[src/hw/rtl/mmls_pkg.sv]
// ----------------------------------------------------------------------------
// mmls_pkg
// Shared constants and interface types for the majority merge selector.
// ----------------------------------------------------------------------------
`default_nettype none

package mmls_pkg;

  localparam int ALPHA_MAX_DEF   = 32;
  localparam int WEIGHT_BITS_DEF = 24;
  localparam int SYM_W           = 5;
  localparam int IN_WEIGHT_W     = 24;
  localparam int ALPH_W          = 6;

  localparam logic [ALPH_W-1:0] ALPH_RESET = 6'd32;

  localparam logic CMD_WEIGHT = 1'b0;
  localparam logic CMD_HEAD   = 1'b1;

  // run: sweep one matrix entry per cycle, walk: score while sweeping
  typedef struct packed {
    logic run;
    logic walk;
  } scan_ctl_t;

  // last: final entry issued this cycle, busy: scoring pipeline not empty
  typedef struct packed {
    logic last;
    logic busy;
  } scan_sts_t;

endpackage

`default_nettype wire

[src/hw/rtl/mmls_ram.sv]
// ----------------------------------------------------------------------------
// mmls_ram
// Simple dual port synchronous ram, one write and one registered read per cycle.
// ----------------------------------------------------------------------------
`default_nettype none

module mmls_ram import mmls_pkg::*; #(
  parameter int DEPTH = ALPHA_MAX_DEF,
  parameter int WIDTH = WEIGHT_BITS_DEF,
  localparam int AW   = $clog2(DEPTH)
) (
  input  wire logic             clk,
  input  wire logic             we,
  input  wire logic [AW-1:0]    waddr,
  input  wire logic [WIDTH-1:0] wdata,
  input  wire logic [AW-1:0]    raddr,
  output logic      [WIDTH-1:0] rdata
);

  logic [WIDTH-1:0] mem [DEPTH];

  always_ff @(posedge clk) begin
    if (we) begin
      mem[waddr] <= wdata;
    end
    rdata <= mem[raddr];
  end

endmodule

`default_nettype wire

[config.mk]
export PLATFORM = sky130hd
export DESIGN_NAME = mmls_ram
export DESIGN_NICKNAME = d
export VERILOG_FILES = /design/src/hw/rtl/mmls_pkg.sv /design/src/hw/rtl/mmls_ram.sv
export SDC_FILE = /design/constraint.sdc
export NUM_CORES = 1
export LEC_CHECK = 0
export BUFFER_PORTS_ARGS = -buffer_cell sky130_fd_sc_hd__buf_4
export CAP_MARGIN = 20
export CORE_ASPECT_RATIO = 0.75
export CORE_MARGIN = 8
export CORE_UTILIZATION = 45
export DETAILED_ROUTE_END_ITERATION = 10
export PLACE_DENSITY_LB_ADDON = 0.2
export SLEW_MARGIN = 25
export SYNTH_ARGS = -nofsm -noshare
export SYNTH_HDL_FRONTEND = slang
export SYNTH_SLANG_ARGS = --single-unit
[constraint.sdc]
create_clock -name clk -period 3.1 [get_ports clk]
set_clock_uncertainty 0.2 [all_clocks]
set_input_delay 0.62 -clock clk [delete_from_list [all_inputs] [get_ports clk]]
set_output_delay 0.62 -clock clk [all_outputs]
set_load 0.03 [all_outputs]
Yosys cells after proc, flatten, opt, wreduce, memory -nomap -nowiden
Memory sizes are Yosys's and may differ from the RTL's. A register that Yosys moved wholly into a read port is not among the register bits.
Cells that the tools add are included.
W data, S select, Z words.
- flip-flop bits (word level): 0
- latch bits: 0
- bits in writable memories: 768
- ROM bits: 0
- bits of input ports: 36
- output and inout bits: 24
- word-level logic and storage cells: 3
- memories: 1
- memory list (memory ; words ; width ; read ports ; clocked after Yosys merged registers in ; wr ports ; RTL line ; RTL):
    mem ; 32 ; 24 ; 1 ; 1 ; 1 ; mmls_ram.sv:20 ; logic [WIDTH-1:0] mem [DEPTH];
- $add $sub $neg: 0
- $mul: 0
- divide/modulo/power cells: 0
- magnitude comparators: 0
- eq/ne operators: 0
- shifts and indexed selects: 0
- muxes and demuxes: 2
- bitwise gates (word level): 0
- reductions and logical operators: 0
- operator list (operator ; number):
    $mux W1 ; 2

Longest topological paths before layout
- depth in word-level cells: 2
- gate-level depth with buffers: 8
- mapped depth without buffers: 5

Worst setup path after synthesis
No wires, ideal clock.
- path kind: input port to flip-flop
- start point: input port waddr[1]
- end point: memory mem[12][0] in the netlist's numbering, enable pin
- setup time: 0.405 ns
- arrival time: 2.302 ns
- data required time: 2.495 ns
- slack: 0.193 ns
- cell stages on the path: 3
- buffers on the path: 1
- cell sequence: or3b_2 clkbuf_1 nor2_1
- RTL lines (element ; RTL line ; RTL):
    start: declaration ; mmls_ram.sv:14 ; input wire logic [AW-1:0] waddr,
    end: declaration ; mmls_ram.sv:20 ;
No word-level cell before the write port.

Worst setup path in the final report
- start point: register rdata[13] (read register of mem)
- end point: output port rdata[13]
- RTL lines (element ; RTL line ; RTL):
    start: declaration ; mmls_ram.sv:17 ; output logic [WIDTH-1:0] rdata
No word-level cell between the ends.

==> qor.yml <==
timing:
  fin_crit_sh_pct: 67.42
  hold_ws_ns: 0.2138
  slew_headroom_pct: 44.52
  slew_violations: 0
  fin_crit_ns: 2.090
  tightest_slew_ns: 0.8322
  finalSetupTns_ns: 0
  hold_violations: 0
  setup_viol: 0
  max_freq_mhz: 478.5
  rsz0062_at_grt: "no"
layout:
  area_growth_pct: 15.92
  nNetsFinal: 1882
  finalNonFillerCells: 2786
  fillCellCount: 5321
  n_antenna_cell: 0
  drive_above_1_share_pct: 16.28
grt:
  met3_usage_pct: 3.614
  grt_util_met1_pct: 27.96
  grt-busiest-layer: "met2"
  use_met2_pct: 29.75
  grt_pass1_vias: 15840
  grtUsageTotal_pct: 19.14
  grt_antenna_before_repair: 0
  grt_max_degree: 79
  grt_pass1_wl_mm: 107.2
  gr-total-overflow: 0
floorplanning:
  rows: 82
  ios: 60
  coreArea_mm2: 0.06689
  floorplan.initialDensity_pct: 45.57
  dieArea_mm2: 0.07641
  die_h_um: 241.4
  die_w_um: 316.5
setup_path:
  slowest_delay_ns: 0.45
  worstPathCellList: "buf_4"
  path_class: "reg2out"
  arrival_ns: 1.27
  crit_path_end_kind: "primary output"
  critical_path_buf_inv_count: 1
  startpoint_type: "flip-flop"
  cpLargestDelayFamily: "flip-flops"
  required_ns: 2.28
  crit_slowest_cell: "dfxtp_1"
  crit_fanout: 1
power:
  power_density_mw_per_mm2: 641.7
  vdd_ir_drop_max_v: 0.0003932
  p_leak_nw: 12.34
logic_synthesis:
  syn-mean-instance-area_um2: 17.82
  syn_area_mm2: 0.03048
  yosysUniqueCellTypes: 24
  yosys_register_bits: 792
  yosysSeqAreaShare_pct: 77.23
  yosysWarnings: 0
  synth_cells: 1711
  syn_nets: 1747
clocking:
  cts_setup_buffers: 0
  clk_pin_slew_ns: 0.06
  cts_resized: 0
  cts.sinks: 792
  ctsHoldBuffers: 0
  insertion_delay_ns: 0.61
  htreeDepth: 3
  clockBufferDepth: 3
  cts_tree: "built"
  cts_buffers: 76
  root_buffer: "clkbuf_16"
job:
  max_cap_viol_count: 0
route:
  drt_pre_antenna_iters: 5
  drt-total-wl_mm: 73.41
  dr_total_vias: 15740
  vias_per_cell: 5.648
  drtIter0Drc: 1488
  wl_per_cell_um: 26.35
  ant_nets: 0
  drc: 0
place:
  dp.final_hpwl_mm: 43.10
  placed_cells: 2650
  gp_congestion: 0.7933
  io_buffers: 59
hold_path:
  hp-class: "in2reg"
status:
  outcome: "completed"
[power by group]
group | internal [mW] | switching (mW)
Combinational | 0.440 | 0.838
Sequential | 11.9 | 0.0553
Clock | 5.59 | 3.85
[path summary, 6_finish.rpt]
path,start,endpoint,slack (ns),cells past startpoint
setup / recovery,rdata[13]$_DFF_P_,rdata[13],1.01,1
hold reg to reg,mem[10][15]$_DFFE_PP_,rdata[15]$_DFF_P_,0.40,4
hold / removal,wdata[14],mem[1][14]$_DFFE_PP_,0.21,1
setup reg to reg,mem[0][7]$_DFFE_PP_,rdata[7]$_DFF_P_,1.39,5
[per-stage QoR]
stage / power [mW] / area [um2] / worst slack [ns] / util (%)
after floorplan: 12.88 / 30480 / 0.1930 / -
after global placement: 13.46 / 32790 / 0.4027 / 49.02
after detailed placement: 13.48 / 32790 / 0.4359 / 49.02
after CTS: 22.87 / 35340 / 0.9538 / 52.82
after global routing: 23.35 / 35340 / 0.9771 / 52.82
final: 22.68 / 35340 / 1.010 / 52.82
[logic make-up (layout without fill, tap and decap cells)]
family | Yosys count | count (layout) | synth area share, %
AO/OA/AOI/OAI | 216 | 216 | 4.827
AND/OR/NAND/NOR | 221 | 221 | 3.292
multiplexers | 384 | 384 | 12.61
flip-flops | 792 | 792 | 77.23
buffers and inverters | 98 | 291 | 2.040
[routing by layer]
layer | vias up | share of wire, %
li1 | 7061 | -
met1 | 8099 | 46
met2 | 483 | 45
met3 | 93 | 6.1
met4 | 0 | 2.2
met5 | - | 0
[synthesized netlist by cell type, drive strengths merged]
cell type	count	area, um2
or2	1	6.260
a22o	48	420.4
a22oi	72	540.5
dfxtp	24	480.5
a31oi	24	150.1
or3	1	6.260
nor2	34	127.6
nor2b	2	12.51
nand3	74	370.4
clkbuf	30	116.4
mux2i	384	3844
nor3	24	120.1
and2	1	6.260
or3b	3	26.28
edfxtp	768	23060
nand3b	5	37.54
buf	68	505.5
nand2	74	277.8
nand2b	2	12.51
a21oi	72	360.4
[flip-flops by register name (all words and copies together) (netlist names)]
name and cells:
mem 768, rdata 24
[layout by cell type, fill, tap and decap left out, drive strengths merged, types with 3 or more instances in the layout]
master	netlist	final
nand3	74	74
clkbuf	30	97
inv	0	4
clkinvlp	0	3
edfxtp	768	768
a22o	48	48
dfxtp	24	24
a31oi	24	24
nand2	74	74
nor3	24	24
a22oi	72	72
bufinv	0	10
nor2	34	34
buf	68	155
nand3b	5	5
clkinv	0	22
a21oi	72	72
or3b	3	3
mux2i	384	384
[final cells by class]
class,instances,area (um2),share of cell area [%]
Tap cell,882,1104,3.123
Timing Repair Buffer,155,1559,4.412
Clock inverter,39,465.4,1.317
Multi-Input combinational cell,821,6584,18.63
Sequential cell,792,23540,66.62
Clock buffer,97,2082,5.892
Note: power is estimated with default switching activity, not from simulation.
