===== src/hw/rtl/mmls_pkg.sv =====
// ----------------------------------------------------------------------------
// mmls_pkg
// Shared constants and interface types for the majority merge selector.
// ----------------------------------------------------------------------------
`default_nettype none

package mmls_pkg;

  localparam int ALPHA_MAX_DEF   = 32;
  localparam int WEIGHT_BITS_DEF = 24;
  localparam int SYM_W           = 5;
  localparam int IN_WEIGHT_W     = 24;
  localparam int ALPH_W          = 6;

  localparam logic [ALPH_W-1:0] ALPH_RESET = 6'd32;

  localparam logic CMD_WEIGHT = 1'b0;
  localparam logic CMD_HEAD   = 1'b1;

  // run: sweep one matrix entry per cycle, walk: score while sweeping
  typedef struct packed {
    logic run;
    logic walk;
  } scan_ctl_t;

  // last: final entry issued this cycle, busy: scoring pipeline not empty
  typedef struct packed {
    logic last;
    logic busy;
  } scan_sts_t;

endpackage

`default_nettype wire


===== src/hw/rtl/mmls_scan.sv =====
// ----------------------------------------------------------------------------
// mmls_scan
// Row by row sweep of the follow matrix: clears the stores and scores every
// present symbol below the alphabet size with its best one-symbol lookahead.
// ----------------------------------------------------------------------------
`default_nettype none

module mmls_scan import mmls_pkg::*; #(
  parameter int ALPHA_MAX   = ALPHA_MAX_DEF,
  parameter int WEIGHT_BITS = WEIGHT_BITS_DEF,
  localparam int IW         = $clog2(ALPHA_MAX),
  localparam int FW         = $clog2(ALPHA_MAX * ALPHA_MAX)
) (
  input  wire logic                   clk,
  input  wire logic                   rst_n,
  input  wire scan_ctl_t              ctl,
  output scan_sts_t                   sts,
  input  wire logic [ALPH_W-1:0]      alph_size,
  input  wire logic [ALPHA_MAX-1:0]   present,
  output logic      [IW-1:0]          w_addr,
  output logic                        w_we,
  input  wire logic [WEIGHT_BITS-1:0] w_rdata,
  output logic      [FW-1:0]          f_addr,
  output logic                        f_we,
  input  wire logic [WEIGHT_BITS-1:0] f_rdata,
  input  wire logic                   res_clear,
  output logic                        found,
  output logic      [IW-1:0]          chosen
);

  localparam int TW = WEIGHT_BITS + 1;
  localparam int SW = WEIGHT_BITS + 2;

  logic [IW-1:0] i_r, j_r;
  logic [FW-1:0] a_r;
  logic          i_last, j_last;

  logic          p1_v_r;
  logic [IW-1:0] p1_i_r, p1_j_r;

  logic [TW-1:0]          bonus_r;
  logic [WEIGHT_BITS-1:0] wi_r;

  logic                   row_v_r, row_cand_r;
  logic [IW-1:0]          row_i_r;
  logic [TW-1:0]          row_bonus_r;
  logic [WEIGHT_BITS-1:0] row_wi_r;

  logic [SW-1:0] best_r;
  logic          found_r;
  logic [IW-1:0] chosen_r;

  logic [WEIGHT_BITS-1:0] t_w, wi_nxt;
  logic [TW-1:0]          t_sum, t_use, bonus_base, bonus_nxt;
  logic                   col_in, row_end, diag;
  logic [SW-1:0]          score;

  assign i_last = (32'(i_r) == ALPHA_MAX - 1);
  assign j_last = (32'(j_r) == ALPHA_MAX - 1);

  assign w_addr = j_r;
  assign f_addr = a_r;
  assign f_we   = ctl.run;
  // during a walk weights are read by every row, so they clear on the final row only
  assign w_we   = ctl.run && (!ctl.walk || i_last);

  assign sts.last = ctl.run && i_last && j_last;
  assign sts.busy = p1_v_r || row_v_r;

  always_ff @(posedge clk) begin
    if (!rst_n) begin
      i_r <= '0;
      j_r <= '0;
      a_r <= '0;
    end else if (ctl.run) begin
      if (j_last) begin
        j_r <= '0;
        i_r <= i_last ? '0 : i_r + 1'b1;
      end else begin
        j_r <= j_r + 1'b1;
      end
      a_r <= (i_last && j_last) ? '0 : a_r + 1'b1;
    end
  end

  always_ff @(posedge clk) begin
    if (!rst_n) begin
      p1_v_r <= 1'b0;
    end else begin
      p1_v_r <= ctl.run && ctl.walk;
    end
    p1_i_r <= i_r;
    p1_j_r <= j_r;
  end

  always_comb begin
    diag       = (p1_j_r == p1_i_r);
    t_w        = diag ? '0 : w_rdata;
    t_sum      = TW'(t_w) + TW'(f_rdata);
    col_in     = (32'(p1_j_r) < 32'(alph_size));
    t_use      = col_in ? t_sum : '0;
    bonus_base = (p1_j_r == '0) ? '0 : bonus_r;
    bonus_nxt  = (t_use > bonus_base) ? t_use : bonus_base;
    wi_nxt     = diag ? w_rdata : wi_r;
    row_end    = (32'(p1_j_r) == ALPHA_MAX - 1);
  end

  always_ff @(posedge clk) begin
    if (p1_v_r) begin
      bonus_r <= bonus_nxt;
      wi_r    <= wi_nxt;
    end
  end

  always_ff @(posedge clk) begin
    if (!rst_n) begin
      row_v_r <= 1'b0;
    end else begin
      row_v_r <= p1_v_r && row_end;
    end
    if (p1_v_r && row_end) begin
      row_i_r     <= p1_i_r;
      row_bonus_r <= bonus_nxt;
      row_wi_r    <= wi_nxt;
      row_cand_r  <= present[p1_i_r] && (32'(p1_i_r) < 32'(alph_size));
    end
  end

  assign score = SW'(row_wi_r) + SW'(row_bonus_r);

  always_ff @(posedge clk) begin
    if (!rst_n || res_clear) begin
      best_r   <= '0;
      found_r  <= 1'b0;
      chosen_r <= '0;
    end else if (row_v_r && row_cand_r && (score > best_r)) begin
      best_r   <= score;
      found_r  <= 1'b1;
      chosen_r <= row_i_r;
    end
  end

  assign found  = found_r;
  assign chosen = chosen_r;

endmodule

`default_nettype wire


===== config.mk =====
export PLATFORM = sky130hd
export DESIGN_NAME = mmls_scan
export DESIGN_NICKNAME = d
export VERILOG_FILES = /design/src/hw/rtl/mmls_pkg.sv /design/src/hw/rtl/mmls_scan.sv
export SDC_FILE = /design/constraint.sdc
export NUM_CORES = 1
export LEC_CHECK = 0
export BUFFER_PORTS_ARGS = -buffer_cell sky130_fd_sc_hd__buf_2
export CELL_PAD_IN_SITES_DETAIL_PLACEMENT = 1
export CELL_PAD_IN_SITES_GLOBAL_PLACEMENT = 1
export CORE_MARGIN = 2
export CORE_UTILIZATION = 52
export CTS_BUF_LIST = sky130_fd_sc_hd__clkbuf_4
export CTS_CLUSTER_SIZE = 12
export DETAILED_ROUTE_END_ITERATION = 16
export PLACE_DENSITY_LB_ADDON = 0.12
export SKIP_LAST_GASP = 1
export SYNTH_ARGS = -nofsm -noshare
export SYNTH_HDL_FRONTEND = slang
export SYNTH_SLANG_ARGS = --single-unit

===== constraint.sdc =====
create_clock -name clk -period 10.15 [get_ports clk]
set_clock_uncertainty 0.2 [all_clocks]
set_input_delay 1.015 -clock clk [delete_from_list [all_inputs] [get_ports clk]]
set_output_delay 1.015 -clock clk [all_outputs]
set_load 0.02 [all_outputs]

Word level (Yosys, flattened, before mapping)
Index checks and enable logic that the tools add are counted.
Storage, ports and cells
  word-level logic and storage cells: 56
  register bits: 168
  output and inout port bits: 25
  input port bits: 91
Cells by class
  $lt $le $gt $ge: 5
  muxes and demuxes: 10
  $add $sub $neg: 5
  eq/ne operators: 4
  reduce and logical (&&, ||, !) cells: 16
Operators by type and width (count)
  25-bit 2-to-1 mux: 3
  24-bit 2-to-1 mux: 2
  24-bit by 25-bit adder with 26-bit output: 1
  26-bit > comparator: 1
  24-bit by 24-bit adder with 25-bit output: 1
  25-bit > comparator: 1
  5-bit == test (second input constant): 3
  5-bit by 6-bit < comparator with 1-bit output: 2
  10-bit by 1-bit adder with 10-bit output (second input constant): 1
  5-bit by 1-bit adder with 5-bit output (second input constant): 2
  10-bit 2-to-1 mux: 1
  5-bit 2-to-1 mux: 2
  1-bit logical AND: 9
  5-bit by 6-bit < comparator with 1-bit output (second input constant): 1
  1-bit binary-select mux with 5-bit select: 1
  5-bit == test: 1
  5-bit zero test: 1
  1-bit logical OR: 3
  1-bit zero test: 2
  2-bit AND reduction: 1
  1-bit 2-to-1 mux: 1

Longest topological paths before layout
  depth in word-level cells: 6
  mapped depth: 28
  gate-level depth less buffers: 23

Worst setup path before layout
No wires, ideal clock.
  path type: register to register
  from: register p1_i_r[1]
  to: register bonus_r[9] (data pin)
  cell stages (with the launch flop): 26
  period minus slack after synthesis: 5.719 ns
  setup time: 0.258 ns
  setup slack: 4.431 ns
  data required time: 9.692 ns
  buffers on the path: 4
  data arrival time: 5.261 ns
  path through: dfxtp_1 -> clkbuf_1 -> xor2_1 -> nor3_1 -> nand3_1 -> clkbuf_1 -> and2_1 -> ha_1 -> fa_1 -> a211oi_1 -> o211ai_1 -> a21oi_1 -> nor2_1 -> a221oi_1 -> o21ai_0 -> xnor2_1 -> nor2_1 -> ha_1 -> a21o_1 -> a21o_1 -> a211oi_1 -> a21oi_1 -> and2_1 -> clkbuf_1 -> clkbuf_1 -> a31o_2
On the way
  longest elaborated chain between the ends: 6
RTL lines
  from (decl): RTL line mmls_scan.sv:39  | logic [IW-1:0] p1_i_r, p1_j_r;
  from (signal assigned): RTL line mmls_scan.sv:92  | p1_i_r <= i_r;
  5-bit == test (*): RTL line mmls_scan.sv:97  | diag = (p1_j_r == p1_i_r);
  24-bit 2-to-1 mux (*): RTL line mmls_scan.sv:98  | t_w = diag ? '0 : w_rdata;
  24-bit by 24-bit adder with 25-bit output (*): RTL line mmls_scan.sv:99  | t_sum = TW'(t_w) + TW'(f_rdata);
  25-bit 2-to-1 mux (*): RTL line mmls_scan.sv:101  | t_use = col_in ? t_sum : '0;
  25-bit > comparator: RTL line mmls_scan.sv:103  | bonus_nxt = (t_use > bonus_base) ? t_use : bonus_base;
  25-bit 2-to-1 mux (*): RTL line mmls_scan.sv:103
  named net bonus_nxt[9]: RTL line mmls_scan.sv:54  | logic [TW-1:0] t_sum, t_use, bonus_base, bonus_nxt;
  to (signal assigned): RTL line mmls_scan.sv:110  | bonus_r <= bonus_nxt;
  to (decl): RTL line mmls_scan.sv:41  | logic [TW-1:0] bonus_r;
Mark *: on every way through the listed nets, which the timed path passes. The rest lies on a longest branch.
A chain may end at the register's enable or synchronous reset.

Final worst setup path
  from: register p1_i_r[1]
  to: register bonus_r[16] (data pin)
The elaborated chain is that of the path after synthesis.

==> impl_metrics.tcl <==
set metrics [dict create \
    worst_ep_required_time_ns 10.32 \
    power_uw 1590 \
    critical-path-top-delay-family "compound AO/OA/AOI/OAI gates" \
    die_x_um 146 \
    p_leak_uw 0.00482 \
    clk_path_buf_depth 2 \
    async_flop_share_pct 0 \
    grt_use_total_pct 25.3 \
    mostFrequentLayoutCells "buf_2, ha_1, edfxtp_1, nor2_1, nand2_1" \
    tritoncts "built" \
    worst_setup_path_end_kind "flip-flop" \
    instances_no_fill 1427 \
    numCtsBuffers 17 \
    post-cts-setup-buffer-count 0 \
    setup_viol 0 \
    slew_headroom_pct 49.8 \
    drtPass1Iterations 5 \
    netlist_area_um2 10500 \
    worst_skew_pair.late_latency_ns 0.61 \
    fmax_ghz 0.149 \
    min_period_ns 6.72 \
    wl_per_cell_um 18.5 \
    ys_types 67 \
    worstPathCellList "xor2_1, nor3_1, nand3_2, buf_4, and2_1, ha_1, fa_1, a211oi_1, o211ai_1, a21oi_1, nor2_1, a221oi_1, o21ai_0, xnor2_1, nor2_1, ha_1, nand4_1, a21oi_1, a211oi_1, a21oi_1, and2_1, buf_4, nor2_1, a21o_1" \
    grt_pass1_vias 8477 \
    core_area_um2 19700 \
    syn_avg_cell_area_um2 10.1 \
    fin_crit_sh_pct 66.2 \
    via_per_inst 5.77 \
    final_common_cell "buf_2" \
    max-cap-violations 0 \
    peakVddDrop_uv 89.5 \
    seq_area_frac_synth_pct 41.9 \
    htree_levels 4 \
    crit_type "flip-flop to flip-flop" \
    p_per_area_nw_per_um2 137 \
    grt_pass1_wl_um 43400 \
    io_pins 116 \
    initial_utilization_pct 53.4 \
    grt_antenna_before_repair 2 \
    cts-resized-gates 0 \
    grt_setup_unrepaired "false" \
    crit_buf_inv 2 \
    synth_edf_count 104 \
    crit_arrival_ns 6.89 \
    io_buffers 115 \
    hold_path_class "flip-flop to flip-flop" \
    tns_ns 0 \
    holdBufCountCts 0 \
    synth_ff_type "edfxtp_1" \
    critPathMaxStageDelay_ns 0.65 \
    utilization_pct 59.2 \
    grt-ovfl-total 0 \
    slowest_stage "dfxtp_1" \
    hold_viol 0 \
    hold_ws_ns 0.200 \
    status "finished clean" \
    row_count 51 \
    grt_max_degree 57 \
    num_vias 8237 \
    dr.first_iter.drc_count 436 \
    placed_cells 1393 \
    ant_nets 0 \
    cp_max_fo 48 \
    clockRootBuffer "clkbuf_4" \
    ys_seq_elements 168 \
    drt-total-wl_um 26300 \
    dieArea_um2 21300 \
    synth_nets 1241 \
    syn_inst 1036 \
    gp_congestion 0.885 \
    ys_warn_count 0 \
    drive_gt1_share_pct 17.8 \
    slew_viol_final 0 \
    area_growth_pct 10.8 \
    remaining_drc_errors 0 \
    dp_hpwl_um 20100 \
    die_height_um 146 \
    cp-start-kind "flip-flop" \
    clk_pin_slew_ns 0.15 \
    cts_num_sinks 168 \
    nets 1352 \
    tightestPinTransition_ns 0.754 \
]
## state kept, by name, indices dropped and copies added (netlist names), 5 cells and up
name,flops
row_bonus_r,25
row_wi_r,24
chosen,5
i_r,5
p1_i_r,5
wi_r,24
row_i_r,5
bonus_r,25
w_addr,5
best_r,26
p1_j_r,5
f_addr,10
## cells in the mapped netlist (13+ instances only)
master | instances | area [um2]
ha_1 | 112 | 1400
and3_1 | 13 | 81.3
o21ai_0 | 45 | 225
and2_1 | 38 | 238
a211oi_1 | 16 | 120
mux2_2 | 25 | 282
a21oi_1 | 62 | 310
dfxtp_1 | 64 | 1280
inv_1 | 46 | 173
xnor2_1 | 27 | 236
edfxtp_1 | 104 | 3120
clkbuf_1 | 22 | 82.6
a21o_1 | 48 | 360
nor2_1 | 101 | 379
nand4_1 | 22 | 138
mux2i_1 | 26 | 260
nand2_1 | 89 | 334
xor2_1 | 28 | 245
nand3_1 | 15 | 75.1
## layout make-up
class	instances	area [um2]
fill	2273	8020
multi-input combinational	790	5800
sequential	168	4410
timing repair buffer	124	643
tap	265	332
inverter	46	173
clock buffer	18	135
clock inverter	14	134
antenna	2	5.00
## report_power, final
part	switching [uW]	internal [uW]	total, uW	leakage (uW)
combinational	253	162	415	0.00319
clock	282	112	394	0.000154
sequential	6.53	773	779	0.00148
total	542	1050	1590	0.00482
## per-layer routing
metal	global-route usage [%]	vias to the layer above	part of all wire [%]
li1	-	4012	-
met1	35.2	4028	49
met2	41.1	168	47
met3	4.63	29	3.5
met4	6.36	0	1.1
met5	0	-	0
## path summary, 6_finish.rpt
kind	cells after the start	slack (ns)	start	endpoint
worst min register to register	0	0.20	i_r[3]$_SDFFE_PN0P_	p1_i_r[3]$_DFF_P_
worst min-delay path	0	0.20	i_r[3]$_SDFFE_PN0P_	p1_i_r[3]$_DFF_P_
worst max-delay path	24	3.43	p1_i_r[1]$_DFF_P_	bonus_r[16]$_DFFE_PP_
worst max register to register	24	3.43	p1_i_r[1]$_DFF_P_	bonus_r[16]$_DFFE_PP_
## per-stage QoR
| stage | setup slack (ns) | cell area [um2] |
|---|---|---|
| after floorplan | 4.43 | 10500 |
| after global placement | 3.81 | 11400 |
| after detailed placement | 3.59 | 11400 |
| after CTS | 3.51 | 11600 |
| after global routing | 2.74 | 11600 |
| final | 3.43 | 11600 |
## worst register-to-register path: cells and delay by family (launching register included)
| family | cells | cell delay [ns] |
|---|---|---|
| AO/OA/AOI/OAI | 9 | 2.03 |
| XOR/XNOR | 2 | 0.36 |
| AND/OR/NAND/NOR | 8 | 1.63 |
| buffers and inverters | 2 | 0.67 |
| flip-flops | 1 | 0.65 |
| adder cells (fa/ha/maj) | 3 | 0.94 |
## cells by family (layout without fill, tap and decap cells)
family / count (synthesis) / count (layout) / share of synthesized area, %
other: 0 / 2 / 0
xor gates and xnor gates: 55 / 55 / 4.59
muxes: 60 / 60 / 7.09
adders and majority gates: 114 / 114 / 13.7
and+or+nand+nor: 325 / 325 / 14.7
DFF: 168 / 168 / 41.9
AOI/OAI and AO/OA: 236 / 236 / 15.0
buffers and inverters: 78 / 202 / 2.95
(Power assumes the default switching activity.)
